===== src/hdl/rbw_pkg.sv =====
// Shared constants and types for the rolling beta window block.
// Used by the stream interfaces, the datapath modules, the top level and the checker.
package rbw_pkg;

  localparam int MAX_WINDOW  = 256;
  localparam int RETURN_BITS = 16;

  localparam int PTR_W     = $clog2(MAX_WINDOW);
  localparam int WIN_W     = $clog2(MAX_WINDOW + 1);
  localparam int PROD_W    = 2 * RETURN_BITS;
  localparam int SUM_W     = PROD_W + PTR_W;
  localparam int BETA_W    = 32;
  localparam int FRAC_BITS = 16;
  localparam int INT_BITS  = BETA_W - FRAC_BITS;
  localparam int CNT_W     = $clog2(BETA_W);

  localparam logic [WIN_W-1:0]  WINDOW_RESET = WIN_W'(252);
  localparam logic [WIN_W-1:0]  WINDOW_MIN   = WIN_W'(2);
  localparam logic [WIN_W-1:0]  WINDOW_MAX   = WIN_W'(MAX_WINDOW);
  localparam logic [BETA_W-1:0] BETA_POS_SAT = {1'b0, {(BETA_W-1){1'b1}}};
  localparam logic [BETA_W-1:0] BETA_NEG_SAT = {1'b1, {(BETA_W-1){1'b0}}};

  typedef struct packed {
    logic signed [RETURN_BITS-1:0] asset_return;
    logic signed [RETURN_BITS-1:0] market_return;
    logic                          series_start;
  } rbw_in_t;

  typedef struct packed {
    logic signed [BETA_W-1:0] beta;
    logic                     beta_valid;
    logic                     zero_variance;
    logic                     beta_saturated;
  } rbw_out_t;

  typedef struct packed {
    logic signed [RETURN_BITS-1:0] asset;
    logic signed [RETURN_BITS-1:0] market;
  } rbw_pair_t;

  // One multiply-accumulate request to the shared MAC.
  typedef struct packed {
    logic                          valid;
    logic                          sel_sq;
    logic                          sub;
    logic signed [RETURN_BITS-1:0] op_a;
    logic signed [RETURN_BITS-1:0] op_b;
  } rbw_mac_cmd_t;

  typedef struct packed {
    logic              done;
    logic              sat;
    logic [BETA_W-1:0] beta;
  } rbw_div_rsp_t;

endpackage


===== src/hdl/rbw_div.sv =====
// Radix-2 restoring divider giving a saturated signed Q16.16 quotient, one bit per cycle.
// Depends on rbw_pkg.
module rbw_div import rbw_pkg::*; (
  input  logic                    clk_i,
  input  logic                    rst_ni,
  input  logic                    start_i,
  input  logic signed [SUM_W-1:0] num_i,
  input  logic signed [SUM_W-1:0] den_i,
  output rbw_div_rsp_t            rsp_o
);

  typedef enum logic [1:0] {D_IDLE, D_PREP, D_RUN, D_FIN} div_state_e;

  div_state_e        state_q;
  logic [SUM_W-1:0]  an_q, ad_q, rem_q;
  logic              neg_q, ovf_q;
  logic [BETA_W-1:0] shift_q, quo_q;
  logic [CNT_W-1:0]  cnt_q;
  logic              done_q, sat_q;
  logic [BETA_W-1:0] beta_q;

  logic [SUM_W-1:0]  num_u, den_u, an_d, ad_d, hi;
  logic [SUM_W:0]    rem_sh, rem_sub;
  logic              ge;

  always_comb begin
    num_u   = num_i;
    den_u   = den_i;
    an_d    = num_u[SUM_W-1] ? (~num_u + 1'b1) : num_u;
    ad_d    = den_u[SUM_W-1] ? (~den_u + 1'b1) : den_u;
    hi      = an_q >> INT_BITS;
    rem_sh  = {rem_q, shift_q[BETA_W-1]};
    rem_sub = rem_sh - {1'b0, ad_q};
    ge      = rem_sh >= {1'b0, ad_q};
  end

  always_ff @(posedge clk_i or negedge rst_ni) begin
    if (!rst_ni) begin
      state_q <= D_IDLE;
      done_q  <= 1'b0;
      cnt_q   <= '0;
    end else begin
      done_q <= 1'b0;
      unique case (state_q)
        D_IDLE: begin
          if (start_i) begin
            an_q    <= an_d;
            ad_q    <= ad_d;
            neg_q   <= num_u[SUM_W-1] ^ den_u[SUM_W-1];
            state_q <= D_PREP;
          end
        end
        D_PREP: begin
          // Integer part too large: skip the bit loop.
          rem_q   <= hi;
          shift_q <= {an_q[INT_BITS-1:0], {FRAC_BITS{1'b0}}};
          ovf_q   <= hi >= ad_q;
          cnt_q   <= '0;
          state_q <= (hi >= ad_q) ? D_FIN : D_RUN;
        end
        D_RUN: begin
          rem_q   <= ge ? rem_sub[SUM_W-1:0] : rem_sh[SUM_W-1:0];
          quo_q   <= {quo_q[BETA_W-2:0], ge};
          shift_q <= {shift_q[BETA_W-2:0], 1'b0};
          cnt_q   <= cnt_q + 1'b1;
          if (cnt_q == CNT_W'(BETA_W - 1)) begin
            state_q <= D_FIN;
          end
        end
        D_FIN: begin
          done_q  <= 1'b1;
          state_q <= D_IDLE;
          if (ovf_q) begin
            sat_q  <= 1'b1;
            beta_q <= neg_q ? BETA_NEG_SAT : BETA_POS_SAT;
          end else if (!neg_q) begin
            sat_q  <= quo_q[BETA_W-1];
            beta_q <= quo_q[BETA_W-1] ? BETA_POS_SAT : quo_q;
          end else begin
            sat_q  <= quo_q > BETA_NEG_SAT;
            beta_q <= (quo_q > BETA_NEG_SAT) ? BETA_NEG_SAT : (~quo_q + 1'b1);
          end
        end
        default: state_q <= D_IDLE;
      endcase
    end
  end

  assign rsp_o.done = done_q;
  assign rsp_o.sat  = sat_q;
  assign rsp_o.beta = beta_q;

endmodule


===== config.mk =====
export PLATFORM = sky130hd
export DESIGN_NAME = rbw_div
export DESIGN_NICKNAME = d
export VERILOG_FILES = /design/src/hdl/rbw_pkg.sv /design/src/hdl/rbw_div.sv
export SDC_FILE = /design/constraint.sdc
export NUM_CORES = 1
export LEC_CHECK = 0
export ABC_AREA = 1
export BUFFER_PORTS_ARGS = -buffer_cell sky130_fd_sc_hd__buf_2
export CORE_MARGIN = 3
export CORE_UTILIZATION = 50
export CTS_BUF_LIST = sky130_fd_sc_hd__clkbuf_8
export DETAILED_ROUTE_END_ITERATION = 12
export GPL_ROUTABILITY_DRIVEN = 0
export PLACE_DENSITY_LB_ADDON = 0.15
export SLEW_MARGIN = 0
export SYNTH_ARGS = -nofsm -noshare
export SYNTH_HDL_FRONTEND = slang
export SYNTH_SLANG_ARGS = --single-unit
export TNS_END_PERCENT = 10

===== constraint.sdc =====
create_clock -name clk_i -period 5.6 [get_ports clk_i]
set_input_delay 0.28 -clock clk_i [delete_from_list [all_inputs] [get_ports clk_i]]
set_output_delay 0.28 -clock clk_i [all_outputs]
set_load 0.01 [all_outputs]

==> metrics.txt <==
outcome=completed; Top delay family on crit path=simple AND/OR/NAND/NOR gates; vias in the first global route=12800; post-synthesis mux area share=0%; P_int=4190 uW; Synth Warn #=0; startpoint types=flip-flop; Ports=117; Die Height=181 um; port bufs=116; worst-path cell chain=ha_1 -> nand2_2 -> inv_1 -> nand2_1 -> nand3_1 -> nand2_1 -> nand2_1 -> inv_2 -> nand3_2 -> nand2_2 -> nand2_2 -> o21ai_1 -> nor2_1; max incr delay on CP=0.75 ns; max_cap viols=0; Slew headroom=18.9%; Synth Area in XOR/XNOR=6.43%; Reg2Reg Depth=13; Skew-Pair Late Insertion Delay=0.55 ns; DP Wirelength=31.6 mm; first-pass GRT wire length=65.4 mm; Hold Path Stages=2; non-filler cells, final=2596; Seq. cell area=6300 sq um; post-synthesis async set-or-reset flop share=3.79%; ys flop type=edfxtp_1; WP buf/inv=2; Hold Path End=ad_q[16]; core area=30000 sq um; clock buffer depth=3; clock sinks=211; critical-path maximum fanout=42; period utilisation layout=64.3%; total grt overflow=0; root buf cell=clkbuf_8; nets=2333; wire length per cell=15.7 um; Pwr Total=7250 uW; fin. max-slew vios=0; Cell Rows=63; Cells after DPL=2520; Req. time, crit path=5.91 ns; peak supply drop=178 uV; Synth Net Count=2208; post-synthesis compound-gate area fraction=5.52%; r2r startpoint=rem_q[18]; Slowest-stage cell, CP=nand2_2; CP Capture Type=flip-flop; initial antenna violation count=1; simple-gate share of the synthesized area=31.1%; clock skew=0.0251 ns; # DRC=0; fraction of power spent switching nets=42.1%; PostCTS Resize Cnt=0; sequential share of the synthesized area=40.9%; r2r endpoint=rem_q[24]; Filler cells=2797; Adder-Cell Fraction of Synth Area=6.15%; Hold Crit Class=in2reg; Comb pwr share=44.5%; Max Fclk=278 MHz; Pre-Repair DR Iteration Count=5; Multi-input gate area=7590 sq um; die area=32900 sq um; Worst-Margin Slew=1.21 ns; RSZ-0062 raised after global routing=false; PD cells=422 nW/um^2; TritonCTS clock tree=done; Avg Inst Size Synth=7.51 sq um; Detail Route Antenna Nets=0; largest net degree at the start of global routing=63; EDFF count, synth=203; Total GRT Usage=24.4%; clock-pin slew on the worst setup and hold paths=0.06 ns; NetSw=3050 uW; final setup vio count=0; H-tree depth=2; Vias/cell=5.23; Synth cell types=45; 1st-iter DRT viols=1018; Initial Util=51.4%; Synth Instances=2050; Setup CP Type=reg2reg; Final Hold Fails=0; register bit total from synthesis=211; leak pwr=0.00813 uW; setup_tns=0 ns; clock power share=21.8%; Mapped Area=15400 sq um; R2R Setup Slk=2.00 ns; die width=181 um; Worst Hold Launch=den_i[16]; sequential power share=33.7%; Area growth, synth to finish=11.6%; Vias=13600; Detailed Route WL=40.8 mm; Num CTS Buffers=40; Arrival @ worst endpoint=3.91 ns; main combinational cell family by area after synthesis=simple AND/OR/NAND/NOR gates; min cycle time layout=3.60 ns; layout cells sized above 1=11.6%
worst reg2reg max path: cells and delay by family (launching register included):
kind                     cells  cell delay [ns]
AO/OA/AOI/OAI                1             0.39
AND/OR/NAND/NOR              9             2.09
flip-flops                   1             0.39
adder cells (fa/ha/maj)      1             0.38
buffers and inverters        2             0.12
through the flow:
step                      setup WS [ns]  area [sq um]  util (%)  hold WS, ns
after detailed placement           2.00         16300      54.4        0.170
final                              2.00         17200      57.3       0.0592
after global placement             2.03         16300      54.4        0.167
after floorplan                    1.00         15400         -      -0.0156
after global routing               1.64         17200      57.3       0.0505
after CTS                          2.03         17200      57.3       0.0222
power groups by stage:
stage	Combinational, uW	Sequential (uW)	Clock [uW]
after global placement	3160	2460	0
after global routing	3670	2480	1690
after detailed placement	3200	2470	0
after floorplan	2410	2440	0
after CTS	3210	2440	1620
final	3220	2440	1580
state kept, by name, indices dropped and copies added, names as in the netlist:
signal / cells
beta_q: 32
ovf_q: 1
cnt_q: 5
ad_q: 40
done_q: 1
sat_q: 1
an_q: 40
rem_q: 40
neg_q: 1
state_q: 2
quo_q: 32
shift_q: 16
cell type report:
| class | instances | share of cell area, % |
|---|---|---|
| clock buffer | 43 | 3.45 |
| timing repair buffer | 127 | 3.91 |
| tap | 390 | 2.84 |
| multi-input combinational | 1451 | 44.2 |
| sequential | 211 | 36.7 |
| inverter | 344 | 7.52 |
| antenna | 1 | 0.0146 |
| clock inverter | 29 | 1.38 |
logic make-up after synthesis:
group | after synthesis
xor+xnor | 113
fa+ha+maj | 75
buf+inv | 388
simple gates | 1107
flops | 211
compound gates | 156
cell usage after synthesis, types with 9 or more instances:
cell type  instances  share of area, %
xor2_1            80               4.6
clkbuf_1          24              0.59
inv_2             19              0.46
a21oi_1           56               1.8
nand3_2           15              0.98
nand3_1          123               4.0
nand2_2            9              0.37
o21ai_0           56               1.8
nor4_1            10              0.41
nor2_1           209               5.1
nand3b_1          12              0.59
ha_1              74               6.0
xnor2_1           33               1.9
o22ai_1           10              0.41
inv_1            323               7.9
nand2_1          618                15
o21ai_1           11              0.36
edfxtp_1         203                40
nor2_2            16              0.65
nor3_1            45               1.5
nand4_1           31               1.3
repair_timing:
item / in CTS / in global routing
hold buffers: 3 / 0
buffers inserted: 0 / 0
hold endpoints to repair: 10 / 0
cell usage in the layout, fill, tap and decap left out, types with 9 or more instances in the layout:
cell type / Yosys / layout
edfxtp_1: 203 / 203
o21ai_0: 56 / 56
nand2_1: 618 / 618
nand3_2: 15 / 15
clkbuf_8: 0 / 43
buf_2: 6 / 116
xor2_1: 80 / 80
nor4_1: 10 / 10
nor2_2: 16 / 15
nand4_1: 31 / 31
o21ai_1: 11 / 11
nor3_1: 45 / 45
nand2_2: 9 / 9
nor2_1: 209 / 208
clkinv_1: 2 / 10
nand3b_1: 12 / 12
nand3_1: 123 / 123
inv_2: 19 / 20
ha_1: 74 / 73
a21oi_1: 56 / 56
xnor2_1: 33 / 33
inv_1: 323 / 331
o22ai_1: 10 / 10
worst max path at each step:
stage                    start         to  slack [ns]  cells past startpoint
finish               rem_q[18]  rem_q[24]        2.00                     13
global route          ad_q[19]  rem_q[24]        1.64                     14
CTS                  rem_q[20]  rem_q[11]        2.03                     12
detailed placement    ad_q[11]  rem_q[24]        2.00                     14
global placement      ad_q[11]  rem_q[24]        2.03                     14
floorplan           state_q[0]    ad_q[0]        1.00                      4
metal layers:
| layer | up-vias | track usage, % | part of all wire (%) |
|---|---|---|---|
| met5 | - | 0 | 0 |
| met4 | 0 | 8.35 | 3.2 |
| met3 | 74 | 4.03 | 7.5 |
| met2 | 514 | 38.3 | 45 |
| met1 | 6173 | 34.5 | 45 |
| li1 | 6819 | - | - |
(Power assumes the default switching activity.)
